[config.mk]
export PLATFORM = sky130hd
export DESIGN_NAME = delta_debug_min_sequencer_core
export DESIGN_NICKNAME = d
export VERILOG_FILES = /design/src/rtl/ddms_pkg.sv /design/src/rtl/ddms_div.sv /design/src/rtl/delta_debug_min_sequencer_core.sv
export SDC_FILE = /design/constraint.sdc
export NUM_CORES = 1
export LEC_CHECK = 0
export BUFFER_PORTS_ARGS = -buffer_cell sky130_fd_sc_hd__buf_2
export CAP_MARGIN = 20
export CORE_MARGIN = 3
export CORE_UTILIZATION = 40
export CTS_BUF_LIST = sky130_fd_sc_hd__clkbuf_4
export DETAILED_ROUTE_END_ITERATION = 10
export PLACE_DENSITY = 0.65
export SETUP_SLACK_MARGIN = 0.02
export SYNTH_ARGS = -nofsm -noshare
export SYNTH_HDL_FRONTEND = slang
export SYNTH_HIERARCHICAL = 1
export SYNTH_SLANG_ARGS = --single-unit
[constraint.sdc]
create_clock -name clk -period 6.98 [get_ports clk]
set_input_delay 0.349 -clock clk [delete_from_list [all_inputs] [get_ports clk]]
set_output_delay 0.349 -clock clk [all_outputs]
set_load 0.05 [all_outputs]
[src/rtl/ddms_pkg.sv]
// ----------------------------------------------------------------------------
// ddms_pkg - shared types and constants for the ddmin sequencer
// Request payload types, count widths, opcodes and register map.
// ----------------------------------------------------------------------------
`default_nettype none

package ddms_pkg;

  // default maximum number of items tracked in the membership mask
  localparam int MAX_ITEMS_DEF = 32;

  // widths of the request fields
  localparam int CNT_W  = 6;
  localparam int MASK_W = 32;
  localparam int EXT_W  = CNT_W + 1;

  // configuration port
  localparam int CFG_ADDR_W = 3;
  localparam int CFG_DATA_W = 32;
  localparam logic [CFG_ADDR_W-1:0] REG_ITEM_COUNT = 3'd0;
  localparam logic [CNT_W-1:0]      ITEM_COUNT_RST = 6'd32;

  // opcodes
  localparam logic OP_START  = 1'b0;
  localparam logic OP_REPORT = 1'b1;

  typedef struct packed {
    logic opcode;
    logic crashed;
  } in_item_t;

  typedef struct packed {
    logic [MASK_W-1:0] trial_mask;
    logic              done_res;
    logic [CNT_W-1:0]  kept_count;
  } out_item_t;

endpackage : ddms_pkg

`default_nettype wire

[src/rtl/ddms_div.sv]
// ----------------------------------------------------------------------------
// ddms_div - iterative restoring divider
// Produces one quotient bit per cycle; done is high for a single cycle once the last bit is in the quotient.
// ----------------------------------------------------------------------------
`default_nettype none

module ddms_div (
  input  wire                      clk,
  input  wire                      rst_n,
  input  wire                      start,
  input  wire [ddms_pkg::EXT_W-1:0] dividend,
  input  wire [ddms_pkg::CNT_W-1:0] divisor,
  output logic                     busy,
  output logic                     done,
  output logic [ddms_pkg::EXT_W-1:0] quotient
);
  import ddms_pkg::*;

  localparam int STEP_W = $clog2(EXT_W);

  logic               busy_r, busy_nxt;
  logic               done_r, done_nxt;
  logic [STEP_W-1:0]  step_r, step_nxt;
  logic [EXT_W-1:0]   quo_r, quo_nxt;
  logic [CNT_W-1:0]   dvs_r, dvs_nxt;
  logic [CNT_W-1:0]   rem_r, rem_nxt;
  logic [EXT_W-1:0]   rem_sh;
  logic [EXT_W-1:0]   rem_sub;

  // shift in next dividend bit and try the subtraction
  assign rem_sh  = {rem_r, quo_r[EXT_W-1]};
  assign rem_sub = rem_sh - {1'b0, dvs_r};

  always_comb begin
    busy_nxt = busy_r;
    done_nxt = 1'b0;
    step_nxt = step_r;
    quo_nxt  = quo_r;
    dvs_nxt  = dvs_r;
    rem_nxt  = rem_r;
    if (busy_r) begin
      if (rem_sh >= {1'b0, dvs_r}) begin
        rem_nxt = rem_sub[CNT_W-1:0];
        quo_nxt = {quo_r[EXT_W-2:0], 1'b1};
      end else begin
        rem_nxt = rem_sh[CNT_W-1:0];
        quo_nxt = {quo_r[EXT_W-2:0], 1'b0};
      end
      if (step_r == STEP_W'(EXT_W - 1)) begin
        busy_nxt = 1'b0;
        done_nxt = 1'b1;
      end else begin
        step_nxt = step_r + 1'b1;
      end
    end else if (start) begin
      busy_nxt = 1'b1;
      step_nxt = '0;
      quo_nxt  = dividend;
      dvs_nxt  = divisor;
      rem_nxt  = '0;
    end
  end

  // control and datapath registers
  always_ff @(posedge clk) begin
    if (!rst_n) begin
      busy_r <= 1'b0;
      done_r <= 1'b0;
    end else begin
      busy_r <= busy_nxt;
      done_r <= done_nxt;
    end
    step_r <= step_nxt;
    quo_r  <= quo_nxt;
    dvs_r  <= dvs_nxt;
    rem_r  <= rem_nxt;
  end

  assign busy     = busy_r;
  assign done     = done_r;
  assign quotient = quo_r;

endmodule : ddms_div

`default_nettype wire

[src/rtl/delta_debug_min_sequencer_core.sv]
// ----------------------------------------------------------------------------
// delta_debug_min_sequencer_core - complement-only ddmin search sequencer
// Holds the current item set as a mask and proposes one trial per request.
// ----------------------------------------------------------------------------
// Usage: program item_count over the APB port while idle. Send an input
// request with opcode start to search item_count items (capped at MAX_ITEMS), then
// test each returned trial_mask externally and send opcode report with
// crashed set if the trial still fails. Every input request yields exactly
// one result request: the next trial, or the final set with done_res high.
// A report while no search runs returns the done result unchanged.
// A trial is built by a rank scan of one mask bit per cycle. Each recompute of
// the chunk size (start, failed trial, granularity step) runs an iterative
// division, and a granularity step makes an extra pass through the proposal
// state. in_stall stays high while a request is being worked on. The
// finished result sits in an output register, so a new input is taken while
// out_stall holds the last result; the block then waits before loading the
// next one. Reset clears the sets and counts, leaves item_count at 32 and the
// output channel empty.
// ----------------------------------------------------------------------------
`default_nettype none

module delta_debug_min_sequencer_core #(
  parameter int MAX_ITEMS = ddms_pkg::MAX_ITEMS_DEF
) (
  input  wire                          clk,
  input  wire                          rst_n,
  // input requests
  input  wire                          in_valid,
  output logic                         in_stall,
  input  ddms_pkg::in_item_t           in_data,
  // result requests
  output logic                         out_valid,
  input  wire                          out_stall,
  output ddms_pkg::out_item_t          out_data,
  // configuration
  input  wire                          psel,
  input  wire                          penable,
  input  wire                          pwrite,
  input  wire [ddms_pkg::CFG_ADDR_W-1:0] paddr,
  input  wire [ddms_pkg::CFG_DATA_W-1:0] pwdata,
  output logic [ddms_pkg::CFG_DATA_W-1:0] prdata,
  output logic                         pready
);
  import ddms_pkg::*;

  localparam int IDX_W = $clog2(MAX_ITEMS);

  typedef enum logic [2:0] {
    S_IDLE,
    S_DIV,
    S_PROP,
    S_SCAN,
    S_OUT
  } state_t;

  state_t                 state_r, state_nxt;
  logic [CNT_W-1:0]       item_count_r, item_count_nxt;
  logic [MAX_ITEMS-1:0]   cur_set_r, cur_set_nxt;
  logic [MAX_ITEMS-1:0]   prop_set_r, prop_set_nxt;
  logic [CNT_W-1:0]       size_r, size_nxt;
  logic [CNT_W-1:0]       gran_r, gran_nxt;
  logic [CNT_W-1:0]       chunk_r, chunk_nxt;
  logic [EXT_W-1:0]       start_r, start_nxt;
  logic [EXT_W-1:0]       end_r, end_nxt;
  logic [CNT_W-1:0]       csize_r, csize_nxt;
  logic                   searching_r, searching_nxt;
  logic [IDX_W-1:0]       idx_r, idx_nxt;
  logic [EXT_W-1:0]       rank_r, rank_nxt;
  logic                   out_valid_r, out_valid_nxt;
  out_item_t              out_data_r, out_data_nxt;

  logic                   in_acc;
  logic                   cfg_wr;
  logic [CNT_W-1:0]       sat_cnt;
  logic [MAX_ITEMS-1:0]   full_set;
  logic [EXT_W-1:0]       chunk_end;
  logic [EXT_W-1:0]       gran_dbl;
  logic [EXT_W-1:0]       removed;
  logic                   cur_bit;
  logic                   div_start;
  logic                   div_busy;
  logic                   div_done;
  logic [EXT_W-1:0]       div_dividend;
  logic [EXT_W-1:0]       div_quo;
  logic [MASK_W-1:0]      mask_out;

  // configuration port
  assign pready = 1'b1;
  assign cfg_wr = psel && penable && pwrite && (paddr[CFG_ADDR_W-1] == REG_ITEM_COUNT[CFG_ADDR_W-1]);
  assign prdata = (paddr[CFG_ADDR_W-1] == REG_ITEM_COUNT[CFG_ADDR_W-1])
                  ? {{(CFG_DATA_W-CNT_W){1'b0}}, item_count_r} : '0;
  assign item_count_nxt = cfg_wr ? pwdata[CNT_W-1:0] : item_count_r;

  // handshakes
  assign in_stall  = (state_r != S_IDLE);
  assign in_acc    = in_valid && !in_stall;
  assign out_valid = out_valid_r;
  assign out_data  = out_data_r;

  // item count saturated to the mask width and its initial set
  always_comb begin
    if ({1'b0, item_count_r} > EXT_W'(MAX_ITEMS)) begin
      sat_cnt = CNT_W'(MAX_ITEMS);
    end else begin
      sat_cnt = item_count_r;
    end
    for (int k = 0; k < MAX_ITEMS; k++) begin
      full_set[k] = (EXT_W'(k) < {1'b0, sat_cnt});
    end
  end

  // chunk size division: ceil(size / granularity)
  assign div_dividend = {1'b0, size_r} + {1'b0, gran_r} - EXT_W'(1);
  assign div_start    = (state_r == S_DIV) && !div_busy && !div_done;

  ddms_div u_div (
    .clk      (clk),
    .rst_n    (rst_n),
    .start    (div_start),
    .dividend (div_dividend),
    .divisor  (gran_r),
    .busy     (div_busy),
    .done     (div_done),
    .quotient (div_quo)
  );

  // helpers for the proposal step
  assign chunk_end = start_r + {1'b0, csize_r};
  assign gran_dbl  = {gran_r, 1'b0};
  assign removed   = end_r - start_r;
  assign cur_bit   = cur_set_r[idx_r];

  // result mask resized to the output field
  always_comb begin
    for (int k = 0; k < MASK_W; k++) begin
      if (k < MAX_ITEMS) begin
        mask_out[k] = searching_r ? prop_set_r[k] : cur_set_r[k];
      end else begin
        mask_out[k] = 1'b0;
      end
    end
  end

  // sequencer
  always_comb begin
    state_nxt     = state_r;
    cur_set_nxt   = cur_set_r;
    prop_set_nxt  = prop_set_r;
    size_nxt      = size_r;
    gran_nxt      = gran_r;
    chunk_nxt     = chunk_r;
    start_nxt     = start_r;
    end_nxt       = end_r;
    csize_nxt     = csize_r;
    searching_nxt = searching_r;
    idx_nxt       = idx_r;
    rank_nxt      = rank_r;
    out_valid_nxt = out_valid_r && out_stall;
    out_data_nxt  = out_data_r;

    case (state_r)
      S_IDLE: begin
        if (in_acc) begin
          if (in_data.opcode == OP_START) begin
            cur_set_nxt  = full_set;
            prop_set_nxt = '0;
            size_nxt     = sat_cnt;
            gran_nxt     = CNT_W'(2);
            chunk_nxt    = '0;
            start_nxt    = '0;
            state_nxt    = S_DIV;
          end else if (searching_r) begin
            if (in_data.crashed) begin
              cur_set_nxt = prop_set_r;
              size_nxt    = size_r - removed[CNT_W-1:0];
              gran_nxt    = CNT_W'(2);
              chunk_nxt   = '0;
              start_nxt   = '0;
              state_nxt   = S_DIV;
            end else begin
              chunk_nxt = chunk_r + 1'b1;
              start_nxt = chunk_end;
              state_nxt = S_PROP;
            end
          end else begin
            state_nxt = S_OUT;
          end
        end
      end
      S_DIV: begin
        if (div_done) begin
          csize_nxt = div_quo[CNT_W-1:0];
          state_nxt = S_PROP;
        end
      end
      S_PROP: begin
        if (size_r < CNT_W'(2)) begin
          searching_nxt = 1'b0;
          state_nxt     = S_OUT;
        end else if ((chunk_r < gran_r) && (start_r < {1'b0, size_r})) begin
          // non-empty chunk: build the trial by a rank scan
          if (chunk_end > {1'b0, size_r}) begin
            end_nxt = {1'b0, size_r};
          end else begin
            end_nxt = chunk_end;
          end
          idx_nxt   = '0;
          rank_nxt  = '0;
          state_nxt = S_SCAN;
        end else if (gran_r >= size_r) begin
          searching_nxt = 1'b0;
          state_nxt     = S_OUT;
        end else begin
          // finer split, capped at the set size
          if (gran_dbl > {1'b0, size_r}) begin
            gran_nxt = size_r;
          end else begin
            gran_nxt = gran_dbl[CNT_W-1:0];
          end
          chunk_nxt = '0;
          start_nxt = '0;
          state_nxt = S_DIV;
        end
      end
      S_SCAN: begin
        prop_set_nxt[idx_r] = cur_bit && ((rank_r < start_r) || (rank_r >= end_r));
        if (cur_bit) begin
          rank_nxt = rank_r + 1'b1;
        end
        if (idx_r == IDX_W'(MAX_ITEMS - 1)) begin
          searching_nxt = 1'b1;
          state_nxt     = S_OUT;
        end else begin
          idx_nxt = idx_r + 1'b1;
        end
      end
      S_OUT: begin
        if (!out_valid_r || !out_stall) begin
          out_valid_nxt           = 1'b1;
          out_data_nxt.trial_mask = mask_out;
          out_data_nxt.done_res   = !searching_r;
          out_data_nxt.kept_count = size_r;
          state_nxt               = S_IDLE;
        end
      end
      default: begin
        state_nxt = S_IDLE;
      end
    endcase
  end

  // state and registered outputs
  always_ff @(posedge clk) begin
    if (!rst_n) begin
      state_r      <= S_IDLE;
      item_count_r <= ITEM_COUNT_RST;
      cur_set_r    <= '0;
      prop_set_r   <= '0;
      size_r       <= '0;
      gran_r       <= CNT_W'(2);
      chunk_r      <= '0;
      start_r      <= '0;
      end_r        <= '0;
      searching_r  <= 1'b0;
      out_valid_r  <= 1'b0;
    end else begin
      state_r      <= state_nxt;
      item_count_r <= item_count_nxt;
      cur_set_r    <= cur_set_nxt;
      prop_set_r   <= prop_set_nxt;
      size_r       <= size_nxt;
      gran_r       <= gran_nxt;
      chunk_r      <= chunk_nxt;
      start_r      <= start_nxt;
      end_r        <= end_nxt;
      searching_r  <= searching_nxt;
      out_valid_r  <= out_valid_nxt;
    end
    csize_r    <= csize_nxt;
    idx_r      <= idx_nxt;
    rank_r     <= rank_nxt;
    out_data_r <= out_data_nxt;
  end

endmodule : delta_debug_min_sequencer_core

`default_nettype wire
Word level (Yosys, flattened, before mapping)
Index checks and enable logic that the tools add are counted.
{"block": "word_totals", "register_bits": 188, "out_inout_bits": 74}
{"block": "classes", "add_sub_neg": 10, "order_cmp": 44, "eq_ne": 24, "n_mux": 113, "bitwise": 3, "reduce_logical": 38}
{"cell": "$mux 32", "count": 5}
{"cell": "$mux 6", "count": 23}
{"cell": "$lt 5x6->1 const A", "count": 16}
{"cell": "$mux 7", "count": 13}
{"cell": "$pmux 32 s2", "count": 1}
{"cell": "$lt 4x6->1 const A", "count": 8}
{"cell": "$mux 1", "count": 45}
{"cell": "$mux 3", "count": 12}
{"cell": "$bwmux 32", "count": 1}
{"cell": "$pmux 7 s2", "count": 2}
{"cell": "$lt 3x6->1 const A", "count": 4}
{"cell": "$ne 2x2->1 const B", "count": 12}
{"cell": "$pmux 6 s2", "count": 2}
{"cell": "$reduce_and 4->1", "count": 5}
{"cell": "$sub 6x6->6", "count": 3}
{"cell": "$mux 5", "count": 3}
{"cell": "$pmux 3 s5", "count": 1}
{"cell": "$gt 7x6->1", "count": 2}
{"cell": "$lt 1x6->1 const A", "count": 2}
{"cell": "$lt 2x6->1 const A", "count": 2}
{"cell": "$ne 3x3->1 const B", "count": 4}
{"cell": "$logic_and 1x1->1", "count": 10}
{"cell": "$pmux 5 s2", "count": 1}
{"cell": "$reduce_and 2->1", "count": 5}
{"cell": "other kinds (35)", "count": 50}

Logic depth before layout (Yosys ltp)
{"block": "depth", "ltp_word": 6, "ltp_mapped": 13, "depth_no_buf": 13}

By module
The synthesis kept the hierarchy.
{"module": "delta_debug_min_sequencer_core", "instances": 1, "cells_per_inst": 1035, "area_per_inst_um2": 9785.6, "seq_area_each_um2": 3853.7}
{"module": "ddms_div", "instances": 1, "cells_per_inst": 94, "area_per_inst_um2": 1248.7, "seq_area_each_um2": 700.7}

Worst setup path after synthesis
Ideal clock, no wire load.
{"block": "synth_timing", "path_kind": "register to register", "from": "reg state_r[1]", "to": "reg out_data_r (netlist bit out_data[0]), enable pin", "setup_time_ps": 448, "t_arrival_ps": 2651, "setup_slack_ps": 3881, "stages_incl_launch_ff": 5, "n_path_buf": 1, "cell_sequence": "dfxtp_1 -> clkbuf_1 -> nor2_1 -> nand2_1 -> a21oi_1"}
{"block": "synth_between", "elab_chain_len": 2}
{"element": "start: declaration", "line": "delta_debug_min_sequencer_core.sv:56", "source": "state_t state_r, state_nxt;"}
{"element": "start signal: assignment", "line": "delta_debug_min_sequencer_core.sv:267", "source": "state_r <= state_nxt;"}
{"element": "$eq 3x3->1", "line": "delta_debug_min_sequencer_core.sv:161", "source": "case (state_r)"}
{"element": "$reduce_and 2->1 (no source line)"}
{"element": "end signal: assignment", "line": "delta_debug_min_sequencer_core.sv:282", "source": "out_data_r <= out_data_nxt;"}
{"element": "end: declaration", "line": "delta_debug_min_sequencer_core.sv:70", "source": "out_item_t out_data_r, out_data_nxt;"}
No other way between the ends.
A chain may end at the register's enable or synchronous reset.

Worst setup path after layout
{"block": "layout_timing", "from": "reg size_r[5]", "to": "reg rank_r[1], enable pin"}
{"block": "layout_between", "elab_chain_len": 4, "word_cells_on_any_way": 6, "classes_between": "order compare (2); eq/ne (2); reduce/logical (2)"}
{"element": "start: declaration", "line": "delta_debug_min_sequencer_core.sv:60", "source": "logic [CNT_W-1:0] size_r, size_nxt;"}
{"element": "start signal: assignment", "line": "delta_debug_min_sequencer_core.sv:271", "source": "size_r <= size_nxt;"}
{"element": "$lt 7x6->1", "line": "delta_debug_min_sequencer_core.sv:200", "source": "end else if ((chunk_r < gran_r) && (start_r < {1'b0, size_r})) begin"}
{"element": "$logic_and 1x1->1", "line": "delta_debug_min_sequencer_core.sv:200"}
{"element": "$ne 2x2->1 (no source line)"}
{"element": "$reduce_and 4->1 (no source line) (*)"}
{"element": "end signal: assignment", "line": "delta_debug_min_sequencer_core.sv:281", "source": "rank_r <= rank_nxt;"}
{"element": "end: declaration", "line": "delta_debug_min_sequencer_core.sv:68", "source": "logic [EXT_W-1:0] rank_r, rank_nxt;"}
Every way passes the cells marked *; elsewhere a longest branch is shown, timed or not.

==> results.py <==
metrics = {
    "placed_design": {
        "dp.cells": 1476,
        "io_buffers": 62,
        "dp_hpwl_mm": 19.66,
        "pre_cts_ws_ns": 3.654,
        "place_area_sq_um": 11470,
        "gp_congestion": 0.8474,
    },
    "floorplanning": {
        "io_pins": 118,
        "dieArea_sq_um": 29620,
        "coreArea_sq_um": 27030,
        "die_h_microns": 172.1,
        "num_rows": 60,
        "die-width_microns": 172.1,
        "start_util": 0.4083,
    },
    "synthesis": {
        "ys_types": 77,
        "syn_area_sq_um": 11030,
        "synthCells": 1129,
        "ys_warn_count": 6,
        "ys_async_sr_fraction": 0,
        "yosysSeqAreaShare": 0.4127,
        "syn_area_per_cell_sq_um": 9.774,
        "synth_flop_cell": "dfxtp_1",
        "ys_seq_elements": 188,
        "synth-edff-count": 79,
    },
    "worst_setup_path": {
        "cp_slowest_stage_delay_ns": 0.85,
        "path_delay_family": "compound AO/OA/AOI/OAI gates",
        "cp_num_buf_inv": 1,
        "path_cells": "inv_1 > ha_1 > a22oi_1 > o211ai_1 > a41o_2 > nor3_2 > a21o_1",
        "critPathKind": "reg -> reg",
        "crit_required_ns": 7.29,
        "arrival_ns": 3.70,
        "crit_fanout": 16,
        "slowest_stage": "nor3_2",
        "worstSetupEndpointType": "flip-flop",
        "worstSetupStartpointType": "flip-flop",
    },
    "outcome": {
        "status": "completed",
    },
    "global_routing": {
        "antenna_found_initial": 1,
        "first_global_vias": 8043,
        "grt_max_degree": 62,
        "grt_pass1_wl_mm": 45.17,
        "grt_use_total": 0.1944,
        "grt-ovfl-total": 0,
    },
    "power_and_ir_drop": {
        "swShare": 0.3698,
        "p_leak_nw": 4.681,
        "vdd_drop_max_mv": 0.1139,
        "p_seq_frac": 0.474,
        "clkPwrFrac": 0.243,
        "p_comb_frac": 0.283,
        "switching_power_mw": 1.058,
        "power_density_nw_per_um2": 240.5,
        "p_int_mw": 1.803,
        "p_total_mw": 2.862,
    },
    "finish": {
        "final_nets": 1291,
        "drive_gt1_frac": 0.1525,
        "design_area_sq_um": 11900,
        "stdcell_count": 1516,
        "areaGrowthSynthToFinish_pct": 7.835,
    },
    "clock_tree": {
        "cts_resized": 0,
        "clkLatencyLatePin_ns": 0.63,
        "clkTransAtPathRegs_ns": 0.17,
        "postCtsHoldBufs": 6,
        "cts_root_buf": "clkbuf_4",
        "cts_setup_buffers": 0,
        "clk_path_buf_depth": 2,
        "cts_htree_levels": 4,
        "cts_tree": "done",
        "clock_sinks": 188,
        "numCtsBuffers": 17,
    },
    "timing": {
        "min_period_ns": 3.386,
        "fin_crit_sh": 0.4851,
        "max_slew_margin": 0.2315,
        "finalHoldViolCount": 0,
        "maxSlewViolCount": 0,
        "tns_ns": 0,
        "setup_viol_count_final": 0,
        "worst_slack_ns": 3.594,
        "worst_slew_pin_slew_ns": 1.153,
        "fin_skew_ns": 0.04409,
        "fmax_mhz": 295.3,
        "rsz0062_at_grt": "no",
    },
    "flow_run": {
        "drv_cap": 0,
    },
    "drt": {
        "dr_total_vias": 8619,
        "first_pass_iters": 7,
        "drt_iter0_drc": 744,
        "drc": 0,
        "wl_per_cell_microns": 18.94,
        "drtAntennaViolNets": 0,
        "wl_mm": 28.71,
        "via_per_inst": 5.685,
    },
    "min_path": {
        "holdCritPathClass": "in -> reg",
    },
}
## worst min-delay path: cells and delay by family
kind	cells	cell delay, ns
buffers and inverters	1	0.14
and+or+nand+nor	1	0.09
AOI/OAI and AO/OA	1	0.06
## per-layer routing
layer  GRT usage  routed length, microns
met2      0.3156                   13350
met5           0                       0
met1      0.2704                   12820
met3     0.04024                    2218
met4     0.03992                     322
## Yosys cell counts, types with 8 or more instances
library cell,n,area share
a21o_1,11,0.0075
nor2_1,78,0.027
a21oi_1,108,0.049
a211oi_1,13,0.0088
o21ai_1,33,0.015
nand2_1,49,0.017
nand3_1,25,0.011
buf_2,9,0.0041
xnor2_1,20,0.016
o211ai_1,46,0.031
mux2i_1,19,0.017
dfxtp_1,109,0.20
xor2_1,9,0.0071
and2_1,11,0.0062
mux2_2,38,0.039
nand2b_1,9,0.0051
edfxtp_1,79,0.21
fa_1,8,0.015
buf_4,27,0.018
o21ai_0,34,0.015
clkbuf_1,43,0.015
nor3_1,18,0.0082
o21a_1,9,0.0061
a31oi_1,9,0.0051
and3_1,9,0.0051
inv_1,82,0.028
nor2b_1,24,0.014
ha_1,78,0.088
## power by group through the flow
stage	sequential, mW	clock (mW)	combinational, mW
floorplan	1.41	0	0.588
global placement	1.38	0	0.787
detailed placement	1.38	0	0.800
CTS	1.36	0.706	0.807
global route	1.37	0.748	0.891
finish	1.36	0.695	0.809
## path summary, 6_finish.rpt
kind | depth (start not counted) | startpoint | slack, ns | to
hold / removal | 3 | out_stall | 0.06 | out_valid$_SDFF_PN0_
hold reg to reg | 2 | end_r[6]$_SDFFE_PN0P_ | 0.48 | end_r[6]$_SDFFE_PN0P_
setup / recovery | 7 | size_r[5]$_SDFFE_PN0P_ | 3.59 | rank_r[1]$_SDFFCE_PN0P_
setup reg to reg | 7 | size_r[5]$_SDFFE_PN0P_ | 3.59 | rank_r[1]$_SDFFCE_PN0P_
## layout make-up
| type | count | area (sq um) |
|---|---|---|
| fill | 2603 | 15130 |
| multi-input combinational | 792 | 5799 |
| sequential | 188 | 4554 |
| timing repair buffer | 77 | 450.4 |
| tap | 341 | 426.7 |
| inverter | 85 | 319.1 |
| clock inverter | 15 | 219.0 |
| clock buffer | 17 | 127.6 |
| antenna | 1 | 2.502 |
## metrics by stage
step	hold WS [ns]	utilization
finish	0.06295	0.4403
global route	0.06096	0.4403
CTS	0.03326	0.4394
detailed placement	0.4402	0.4244
global placement	0.4534	0.4244
floorplan	0.4204	-
## cell usage in the layout, fill, tap and decap left out, types with 7 or more instances in the layout
| cell type | n |
|---|---|
| buf_2 | 62 |
| mux2i_1 | 19 |
| nor3_1 | 18 |
| ha_1 | 78 |
| dfxtp_1 | 109 |
| nor2b_1 | 24 |
| inv_1 | 82 |
| a221oi_1 | 7 |
| clkbuf_4 | 17 |
| fa_1 | 8 |
| nand2_1 | 48 |
| o211ai_1 | 46 |
| a21oi_1 | 107 |
| mux4_2 | 7 |
| o21a_1 | 9 |
| xnor2_1 | 20 |
| nand2b_1 | 9 |
| and2_1 | 11 |
| edfxtp_1 | 79 |
| xor2_1 | 9 |
| o21ai_0 | 34 |
| nor2_1 | 78 |
| conb_1 | 27 |
| a211oi_1 | 13 |
| a31oi_1 | 9 |
| buf_4 | 8 |
| o21ai_1 | 33 |
| nand3_1 | 25 |
| mux2_2 | 38 |
| and3_1 | 9 |
| a21o_1 | 11 |
## kinds of logic (layout without fill, tap and decap cells)
| logic type | after synthesis | after routing | synth area share |
|---|---|---|---|
| buffers and inverters | 174 | 194 | 0.07144 |
| xor gates and xnor gates | 29 | 29 | 0.02302 |
| AOI/OAI and AO/OA | 321 | 321 | 0.1892 |
| other | 2 | 28 | 0.0006806 |
| and+or+nand+nor | 264 | 264 | 0.1272 |
| adders and majority gates | 86 | 86 | 0.1030 |
| muxes | 65 | 65 | 0.07268 |
| DFF | 188 | 188 | 0.4127 |
## state kept, by name, summed over array words and instances (netlist names), 7 cells and up
name / count
prop_set_r: 32
end_r: 7
u_div/quotient: 7
start_r: 7
cur_set_r: 32
rank_r: 7
out_data: 39
Power figures use the tool's default switching activity.
